==> src/rtl/bdq_pkg.sv <==
// ---------------------------------------------------------------------------
// Bounded deque with search: package
// Operation and status codes, port widths, parameter defaults and the
// sequencer state type shared by the deque files.
// ---------------------------------------------------------------------------
package bdq_pkg;

    // Parameter defaults.
    localparam int DEPTH_DEF      = 16;
    localparam int DATA_WIDTH_DEF = 32;

    // Fixed port widths.
    localparam int OP_W     = 3;
    localparam int VALUE_W  = 32;
    localparam int STATUS_W = 2;
    localparam int COUNT_W  = 5;

    // Operation codes.
    localparam logic [OP_W-1:0] OP_APPEND = 3'd0;
    localparam logic [OP_W-1:0] OP_PUSH   = 3'd1;
    localparam logic [OP_W-1:0] OP_POP    = 3'd2;
    localparam logic [OP_W-1:0] OP_SEARCH = 3'd3;
    localparam logic [OP_W-1:0] OP_CLEAR  = 3'd4;

    // Status codes.
    localparam logic [STATUS_W-1:0] STAT_OK    = 2'd0;
    localparam logic [STATUS_W-1:0] STAT_EMPTY = 2'd1;
    localparam logic [STATUS_W-1:0] STAT_FULL  = 2'd2;

    // Sequencer states, one-hot.
    typedef enum logic [2:0] {
        ST_IDLE   = 3'b001,
        ST_POP    = 3'b010,
        ST_SEARCH = 3'b100
    } state_t;

endpackage

==> src/rtl/bdq_slot_unit.sv <==
// ---------------------------------------------------------------------------
// Bounded deque with search: slot address unit
// Shared ring address adder: slot = (head + offset) mod DEPTH, for an offset
// of at most DEPTH, with one compare and subtract for the wrap.
// ---------------------------------------------------------------------------
module bdq_slot_unit #(
    parameter int DEPTH = bdq_pkg::DEPTH_DEF
) (
    input  logic [$clog2(DEPTH)-1:0]   head_i,
    input  logic [$clog2(DEPTH+1)-1:0] off_i,
    output logic [$clog2(DEPTH)-1:0]   slot_o
);

    localparam int IDX_W = $clog2(DEPTH);
    localparam int CNT_W = $clog2(DEPTH + 1);
    localparam int SUM_W = CNT_W + 1;

    logic [SUM_W-1:0] sum;
    logic [SUM_W-1:0] wrapped;

    // Add and fold back once into the ring.
    always_comb begin
        sum     = SUM_W'(head_i) + SUM_W'(off_i);
        wrapped = (sum >= SUM_W'(DEPTH)) ? (sum - SUM_W'(DEPTH)) : sum;
        slot_o  = wrapped[IDX_W-1:0];
    end

endmodule

==> src/rtl/bounded_deque_with_search.sv <==
// ---------------------------------------------------------------------------
// Bounded deque with search
// Ring store of words usable as a stack or a queue, with a serial search
// over the held entries through one memory read port and one comparator.
// ---------------------------------------------------------------------------
//  Channel   Direction  Handshake          Payload
//  s_        in         s_valid/s_ready    s_op, s_value
//  m_        out        m_valid/m_ready    m_value_out, m_found, m_status, m_count
//
//  Append, push, clear, unused codes and any request on an empty store load
//  their result on acceptance; a pop of a held entry waits on the registered memory read.
//  A search ends at the first held entry that matches, else after all held
//  entries (one entry read a cycle).
//  Reset is synchronous and needs no clearing pass; the store starts empty.
//  s_ready is low while an operation is in progress and while a result
//  waits on m_ready; a result that is taken frees the block the same cycle.
// ---------------------------------------------------------------------------
module bounded_deque_with_search #(
    parameter int DEPTH      = bdq_pkg::DEPTH_DEF,
    parameter int DATA_WIDTH = bdq_pkg::DATA_WIDTH_DEF
) (
    input  logic                                aclk,
    input  logic                                aresetn,
    input  logic                                s_valid,
    output logic                                s_ready,
    input  logic [bdq_pkg::OP_W-1:0]            s_op,
    input  logic signed [bdq_pkg::VALUE_W-1:0]  s_value,
    output logic                                m_valid,
    input  logic                                m_ready,
    output logic signed [bdq_pkg::VALUE_W-1:0]  m_value_out,
    output logic                                m_found,
    output logic [bdq_pkg::STATUS_W-1:0]        m_status,
    output logic [bdq_pkg::COUNT_W-1:0]         m_count
);

    localparam int IDX_W   = $clog2(DEPTH);
    localparam int CNT_W   = $clog2(DEPTH + 1);
    localparam int VALUE_W = bdq_pkg::VALUE_W;
    localparam int COUNT_W = bdq_pkg::COUNT_W;

    localparam logic [CNT_W-1:0] DEPTH_C  = CNT_W'(DEPTH);
    localparam logic [CNT_W-1:0] LAST_OFF = CNT_W'(DEPTH - 1);
    localparam logic [CNT_W-1:0] ONE_C    = CNT_W'(1);
    localparam logic [IDX_W-1:0] IDX_ZERO = '0;

    // Storage.
    logic [DATA_WIDTH-1:0] mem [DEPTH];
    logic [DATA_WIDTH-1:0] rd_data_reg;

    // Control state.
    bdq_pkg::state_t  state_reg, state_next;
    logic [IDX_W-1:0] head_reg, head_next;
    logic [CNT_W-1:0] count_reg, count_next;
    logic [CNT_W-1:0] issue_off_reg, issue_off_next;
    logic [CNT_W-1:0] remain_reg, remain_next;
    logic             m_valid_reg, m_valid_next;

    // Request and result payload.
    logic [DATA_WIDTH-1:0]         key_reg, key_next;
    logic [DATA_WIDTH-1:0]         res_value_reg, res_value_next;
    logic                          res_found_reg, res_found_next;
    logic [bdq_pkg::STATUS_W-1:0]  res_status_reg, res_status_next;
    logic [CNT_W-1:0]              res_count_reg, res_count_next;

    // Datapath signals.
    logic [DATA_WIDTH-1:0] word;
    logic [CNT_W-1:0]      off;
    logic [IDX_W-1:0]      slot;
    logic                  accept;
    logic                  res_load;
    logic                  wr_en;
    logic                  rd_en;
    logic                  full;
    logic                  empty;
    logic                  hit;

    // Request word fitted to the stored width.
    generate
        if (DATA_WIDTH <= VALUE_W) begin : g_word_trunc
            assign word = s_value[DATA_WIDTH-1:0];
        end else begin : g_word_ext
            assign word = {{(DATA_WIDTH - VALUE_W){s_value[VALUE_W-1]}}, s_value};
        end
    endgenerate

    // Shared ring address unit.
    bdq_slot_unit #(
        .DEPTH (DEPTH)
    ) u_slot (
        .head_i (head_reg),
        .off_i  (off),
        .slot_o (slot)
    );

    assign s_ready = (state_reg == bdq_pkg::ST_IDLE) && (!m_valid_reg || m_ready);
    assign accept  = s_valid && s_ready;
    assign full    = (count_reg == DEPTH_C);
    assign empty   = (count_reg == '0);
    assign hit     = (rd_data_reg == key_reg);

    // Sequencer and next-state logic.
    always_comb begin
        state_next      = state_reg;
        head_next       = head_reg;
        count_next      = count_reg;
        issue_off_next  = issue_off_reg;
        remain_next     = remain_reg;
        key_next        = key_reg;
        off             = '0;
        wr_en           = 1'b0;
        rd_en           = 1'b0;
        res_load        = 1'b0;
        res_value_next  = '0;
        res_found_next  = 1'b0;
        res_status_next = bdq_pkg::STAT_OK;

        unique case (state_reg)
            bdq_pkg::ST_IDLE: begin
                if (accept) begin
                    unique case (s_op)
                        bdq_pkg::OP_APPEND: begin
                            off      = count_reg;
                            res_load = 1'b1;
                            if (full) begin
                                res_status_next = bdq_pkg::STAT_FULL;
                            end else begin
                                wr_en      = 1'b1;
                                count_next = count_reg + ONE_C;
                            end
                        end
                        bdq_pkg::OP_PUSH: begin
                            off      = LAST_OFF;
                            res_load = 1'b1;
                            if (full) begin
                                res_status_next = bdq_pkg::STAT_FULL;
                            end else begin
                                wr_en      = 1'b1;
                                head_next  = slot;
                                count_next = count_reg + ONE_C;
                            end
                        end
                        bdq_pkg::OP_POP: begin
                            if (empty) begin
                                res_load        = 1'b1;
                                res_status_next = bdq_pkg::STAT_EMPTY;
                            end else begin
                                rd_en      = 1'b1;
                                count_next = count_reg - ONE_C;
                                state_next = bdq_pkg::ST_POP;
                            end
                        end
                        bdq_pkg::OP_SEARCH: begin
                            if (empty) begin
                                res_load = 1'b1;
                            end else begin
                                rd_en          = 1'b1;
                                key_next       = word;
                                issue_off_next = ONE_C;
                                remain_next    = count_reg;
                                state_next     = bdq_pkg::ST_SEARCH;
                            end
                        end
                        bdq_pkg::OP_CLEAR: begin
                            res_load   = 1'b1;
                            head_next  = IDX_ZERO;
                            count_next = '0;
                        end
                        default: begin
                            res_load = 1'b1;
                        end
                    endcase
                end
            end
            bdq_pkg::ST_POP: begin
                // Head data has arrived; step the head forward by one.
                off            = ONE_C;
                head_next      = slot;
                res_load       = 1'b1;
                res_value_next = rd_data_reg;
                state_next     = bdq_pkg::ST_IDLE;
            end
            bdq_pkg::ST_SEARCH: begin
                // Compare the entry fetched last cycle and fetch the next one.
                off   = issue_off_reg;
                rd_en = 1'b1;
                if (hit || (remain_reg == ONE_C)) begin
                    res_load       = 1'b1;
                    res_found_next = hit;
                    state_next     = bdq_pkg::ST_IDLE;
                end else begin
                    remain_next    = remain_reg - ONE_C;
                    issue_off_next = issue_off_reg + ONE_C;
                end
            end
            default: begin
                state_next = bdq_pkg::ST_IDLE;
            end
        endcase

        res_count_next = count_next;

        if (res_load) begin
            m_valid_next = 1'b1;
        end else if (m_ready) begin
            m_valid_next = 1'b0;
        end else begin
            m_valid_next = m_valid_reg;
        end
    end

    // Control registers.
    always_ff @(posedge aclk) begin
        if (!aresetn) begin
            state_reg   <= bdq_pkg::ST_IDLE;
            head_reg    <= '0;
            count_reg   <= '0;
            m_valid_reg <= 1'b0;
        end else begin
            state_reg   <= state_next;
            head_reg    <= head_next;
            count_reg   <= count_next;
            m_valid_reg <= m_valid_next;
        end
    end

    // Sequencer counters and payload registers.
    always_ff @(posedge aclk) begin
        issue_off_reg <= issue_off_next;
        remain_reg    <= remain_next;
        key_reg       <= key_next;
        if (res_load) begin
            res_value_reg  <= res_value_next;
            res_found_reg  <= res_found_next;
            res_status_reg <= res_status_next;
            res_count_reg  <= res_count_next;
        end
    end

    // Entry memory: one write port, one registered read port.
    always_ff @(posedge aclk) begin
        if (wr_en) begin
            mem[slot] <= word;
        end
        if (rd_en) begin
            rd_data_reg <= mem[slot];
        end
    end

    // Result ports.
    assign m_valid  = m_valid_reg;
    assign m_found  = res_found_reg;
    assign m_status = res_status_reg;

    generate
        if (DATA_WIDTH >= VALUE_W) begin : g_out_trunc
            assign m_value_out = res_value_reg[VALUE_W-1:0];
        end else begin : g_out_ext
            assign m_value_out = {{(VALUE_W - DATA_WIDTH){1'b0}}, res_value_reg};
        end
        if (CNT_W >= COUNT_W) begin : g_cnt_trunc
            assign m_count = res_count_reg[COUNT_W-1:0];
        end else begin : g_cnt_ext
            assign m_count = {{(COUNT_W - CNT_W){1'b0}}, res_count_reg};
        end
    endgenerate

endmodule

==> config.mk <==
export PLATFORM = sky130hd
export DESIGN_NAME = bounded_deque_with_search
export DESIGN_NICKNAME = d
export VERILOG_FILES = /design/src/rtl/bdq_pkg.sv /design/src/rtl/bdq_slot_unit.sv /design/src/rtl/bounded_deque_with_search.sv
export SDC_FILE = /design/constraint.sdc
export NUM_CORES = 1
export LEC_CHECK = 0
export BUFFER_PORTS_ARGS = -buffer_cell sky130_fd_sc_hd__clkbuf_2
export CAP_MARGIN = 10
export CORE_ASPECT_RATIO = 0.8
export CORE_UTILIZATION = 45
export CTS_CLUSTER_SIZE = 16
export DETAILED_ROUTE_END_ITERATION = 8
export SYNTH_ARGS = -nofsm -noshare
export SYNTH_HDL_FRONTEND = slang
export SYNTH_HIERARCHICAL = 1
export SYNTH_SLANG_ARGS = --single-unit
==> constraint.sdc <==
create_clock -name aclk -period 10.1 [get_ports aclk]
set_input_delay 1.515 -clock aclk [delete_from_list [all_inputs] [get_ports aclk]]
set_output_delay 1.515 -clock aclk [all_outputs]
set_load 0.02 [all_outputs]
---- Word-level counts from Yosys, hierarchy flattened ----
Memory sizes are Yosys's and may differ from the RTL's. A register that Yosys moved wholly into a read port is not among the register bits.
Cells that the tools add are included.
word-level totals
  register bits ........................... 95
  memory bits (writable) .................. 512
  output and inout bits ................... 42
  memories kept ........................... 1
cells by class
  add/subtract/negate cells ............... 6
  $lt $le $gt $ge ......................... 1
  equality and inequality tests ........... 20
  mux-type cells .......................... 49
  bitwise operators ....................... 1
  reduce and logical (&&, ||, !) cells .... 18
memory list
  name  words  width  rd ports  clocked after memory_dff  write ports  RTL line                         source
  mem   16     32     1         1                         1            bounded_deque_with_search.sv:47  logic [DATA_WIDTH-1:0] mem [DEPTH];
operator list
  cell                                                                                 number
  5-bit two-way mux                                                                    13
  32-bit == test                                                                       1
  5-bit case mux with 2 select lines                                                   3
  5-bit case mux with 3 select lines                                                   2
  1-bit two-way mux                                                                    16
  4-bit case mux with 2 select lines                                                   2
  3-bit two-way mux                                                                    4
  4-bit two-way mux                                                                    3
  3-bit case mux with 2 select lines                                                   2
  5-bit by 1-bit adder with 5-bit output, second input constant                        2
  5-bit AND reduction                                                                  2
  5-bit by 1-bit subtractor with 5-bit output, second input constant                   2
  3-bit by 2-bit == test with 1-bit output, second input constant                      3
  3-bit inequality test, second input constant                                         3
  2-bit inequality test, second input constant                                         4
  4-bit AND reduction                                                                  2
  4-bit by 5-bit adder with 6-bit output                                               1
  3-bit by 1-bit == test with 1-bit output, second input constant                      2
  3-bit == test, second input constant                                                 2
  6-bit by 5-bit greater-or-equal comparator with 1-bit output, second input constant  1
  3-bit by 1-bit inequality test with 1-bit output, second input constant              2
  2-bit nonzero test                                                                   3
  5-bit by 1-bit == test with 1-bit output, second input constant                      1
  5-bit == test, second input constant                                                 1
  14 further kinds                                                                     18

---- Logic depth before layout (Yosys ltp) ----
  depth after elaboration ................. 13
  depth in mapped cells ................... 12

---- Cells and area by module ----
The synthesis kept the hierarchy.
by module, submodules not included
  module                     times used  cells each  area each (µm²)  seq. area each (µm²)
  bounded_deque_with_search  1           1109        24547.3          19058.3
  bdq_slot_unit              1           9           100.1            0.0

---- Worst setup path after synthesis ----
Ideal clock, no wire load.
  path type ............................... input -> register
  start point ............................. input m_ready
  end point ............................... memory mem[0][0] in the netlist's numbering (enable)
  setup time .............................. 461 ps
  data arrival time ....................... 6079 ps
  data required time ...................... 9639 ps
  setup slack ............................. 3560 ps
  stages on the path ...................... 12
  path buffers ............................ 4
  cells stage by stage .................... nand2b_1 > and4_1 > buf_2 > nand2_1 > o211ai_1 > ha_1 > fa_1 > clkbuf_1 > buf_2 > buf_1 > or3b_1 > nor3_1
on the way
  longest elaborated chain between the ends .. 8
RTL lines
  item                                                                                                                         RTL line                          source
  from (decl)                                                                                                                  bounded_deque_with_search.sv:29   input logic m_ready,
  1-bit logical OR (*)                                                                                                         bounded_deque_with_search.sv:95   assign s_ready = (state_reg == bdq_pkg::ST_IDLE) && (!m_valid_reg || m_ready);
  1-bit logical AND (*)                                                                                                        bounded_deque_with_search.sv:95
  1-bit logical AND (*)                                                                                                        bounded_deque_with_search.sv:96   assign accept = s_valid && s_ready;
  5-bit two-way mux (*)                                                                                                        bounded_deque_with_search.sv:119  if (accept) begin
  5-bit case mux with 3 select lines (*)                                                                                       bounded_deque_with_search.sv:117  unique case (state_reg)
  via off[0]                                                                                                                   bounded_deque_with_search.sv:67   logic [CNT_W-1:0] off;
  4-bit by 5-bit adder with 6-bit output (*)                                                                                   bdq_slot_unit.sv:23               sum = SUM_W'(head_i) + SUM_W'(off_i);
  6-bit by 5-bit greater-or-equal comparator with 1-bit output or 4-bit by 1-bit subtractor with 4-bit output (tied branches)  bdq_slot_unit.sv:24               wrapped = (sum >= SUM_W'(DEPTH)) ? (sum - SUM_W'(DEPTH)) : sum;
  4-bit two-way mux (*)                                                                                                        bdq_slot_unit.sv:24
  via slot[1]                                                                                                                  bounded_deque_with_search.sv:68   logic [IDX_W-1:0] slot;
  to (decl)                                                                                                                    bounded_deque_with_search.sv:47
Mark *: on every way through the listed nets, which the timed path passes. The rest lies on a longest branch.

---- Worst setup path in the final report ----
  start point ............................. input m_ready
  end point ............................... memory mem[15][10] in the netlist's numbering (enable)
The elaborated chain is that of the path after synthesis.

==> impl_results.md <==
- Status: finished clean
- VDD IR-drop max: 0.1183 mV
- Clock Pin Slew Worst Setup and Hold Paths: 60 ps
- Kind of critical path: in2reg
- Nets: 1277
- Initial antenna violation count: 4
- Top reg by flops: mem
- Pwr per Cell Area: 188.9 nW/um^2
- Slew at the pin closest to its max-slew limit: 872.2 ps
- RSZ-0062 raised after global routing: false
- Total power: 5259 uW
- Area occupied by multi-input gates: 5408 sq um
- Width of the chip: 263.4 um
- TritonCTS clock tree: done
- Register Area: 19030 sq um
- Max-cap violations: 0
- CTS Buf Count: 61
- Final HPWL DP: 30190 um
- Detail Route Antenna Nets: 0
- Io pins: 81
- DRC: 0
- First-pass GRT wire length: 80920 um
- Fin cells: 1978
- Max reg flops: 512
- Initial Utilization: 45.61%
- Root Driver: clkbuf_16
- Post-CTS Setup Repair Bufs: 0
- Vias in the first global route: 11610
- Routed vias/inst: 5.778
- Slew HR: 41.86%
- Hold Crit Class: reg2reg
- Layout cells sized above 1: 29.70%
- CTS H-tree depth: 2
- GPL Wtd Cong: 0.7610
- Post-Syn Nets: 1160
- Max Freq: 189.0 MHz
- Clk Latency, worst-skew pair: 620 ps
- Grt total ovfl: 0
- # setup viols final: 0
- Synthesis Warnings: 6
- Drt first pass iters: 5
- Leakage: 0.008777 uW
- Hold buffer count at CTS: 0
- Clock Skew: 18.50 ps
- P&R area growth vs syn: 13.21%
- Post-CTS Resized: 0
- Required time worst endpoint: 10350 ps
- Largest net degree at the start of global routing: 100
- Endpoints failing hold: 0
- Final Max Tran Viols: 0
- Std cell rows: 76
- Fin crit period: 5291 ps
- Setup TNS: 0 ps
- Die Ht: 211.1 um
- Antenna fix cells: 0
- PortBufs: 80
- Wire length per cell: 27.76 um
- Die ar.: 55590 sq um
- Core Region: 53920 sq um
- Arrival @ worst endpoint: 5540 ps
- # fillers: 4168
- Via count of the routed design: 11430
- Synthesized area: 24590 sq um
- Gr usage total: 20.26%
- Post-Syn Instances: 1112
- Crit Path Max Fanout: 99
- TritonCTS Sinks: 638
- Worst setup SP type: input port
- Synth Area per Inst: 22.11 sq um
- Final period utilization: 52.39%
- CP endpoint kind: register
- Final wirelength: 54910 um
- Max Buffers Root-to-Sink: 3
- Initial DRC Count: 1180
- Cells after DPL: 1868
power breakdown:
part	leakage [uW]	total, uW	switching [uW]	internal, uW
clock network	0.000918	2160	952	1200
logic	0.00211	178	108	70.1
registers	0.00575	2930	4.31	2920
path summary, 6_finish.rpt:
check | slack (ps) | end | cells past startpoint | start
worst max-delay path | 4810 | mem[15][10] | 10 | m_ready
worst min-delay path | 490 | head_reg[3] | 2 | head_reg[3]
worst max register to register | 5270 | mem[15][10] | 9 | state_reg[0]
worst min register to register | 490 | head_reg[3] | 2 | head_reg[3]
metal layers:
metal	vias up	track usage, %	share of wire, %
met2	355	31.39	47
met1	6108	29.72	44
met5	-	0	0.062
li1	4888	-	-
met3	71	3.975	7.0
met4	6	5.162	1.6
cell usage in the layout (no fill, tap or decap), types with 6 or more instances in the layout:
master and n:
and2_1 7, and3_1 35, buf_4 29, clkbuf_1 10, clkbuf_16 63, clkbuf_2 80
clkinv_1 19, clkinv_2 14, dfxtp_1 13, edfxtp_1 625, ha_1 7, inv_1 6
mux4_2 160, nand2_1 23, nand3_1 11, nor2_1 15, nor2_4 13, nor4_1 8
o21ai_1 14, xor2_1 35
stage by stage:
step           setup slack (ps)  util [%]  instance area (sq um)  hold WS, ps
2_1_floorplan              3560         -                  24590        439.1
3_3_place_gp               4081     48.19                  25980        457.4
3_5_place_dp               4029     48.19                  25980        484.5
4_1_cts                    4689     51.64                  27840        494.7
5_1_grt                    4356     51.64                  27840        507.6
6_report                   4809     51.64                  27840        491.9
final cells by class:
type	count	area share [%]
sequential	638	68.35
clock buffer	73	5.797
inverter	8	0.1079
clock inverter	37	0.8764
multi-input combinational	410	19.42
tap	702	3.155
timing repair buffer	110	2.292
worst max-delay path, cell delays in order:
cell	delay, ps
clkbuf_2	90
nand2b_1	120
and4_1	430
nand2_1	190
o211ai_1	290
ha_4	650
buf_12	660
nand3_1	460
nor2_4	480
buf_4	530
Power figures use the tool's default switching activity.
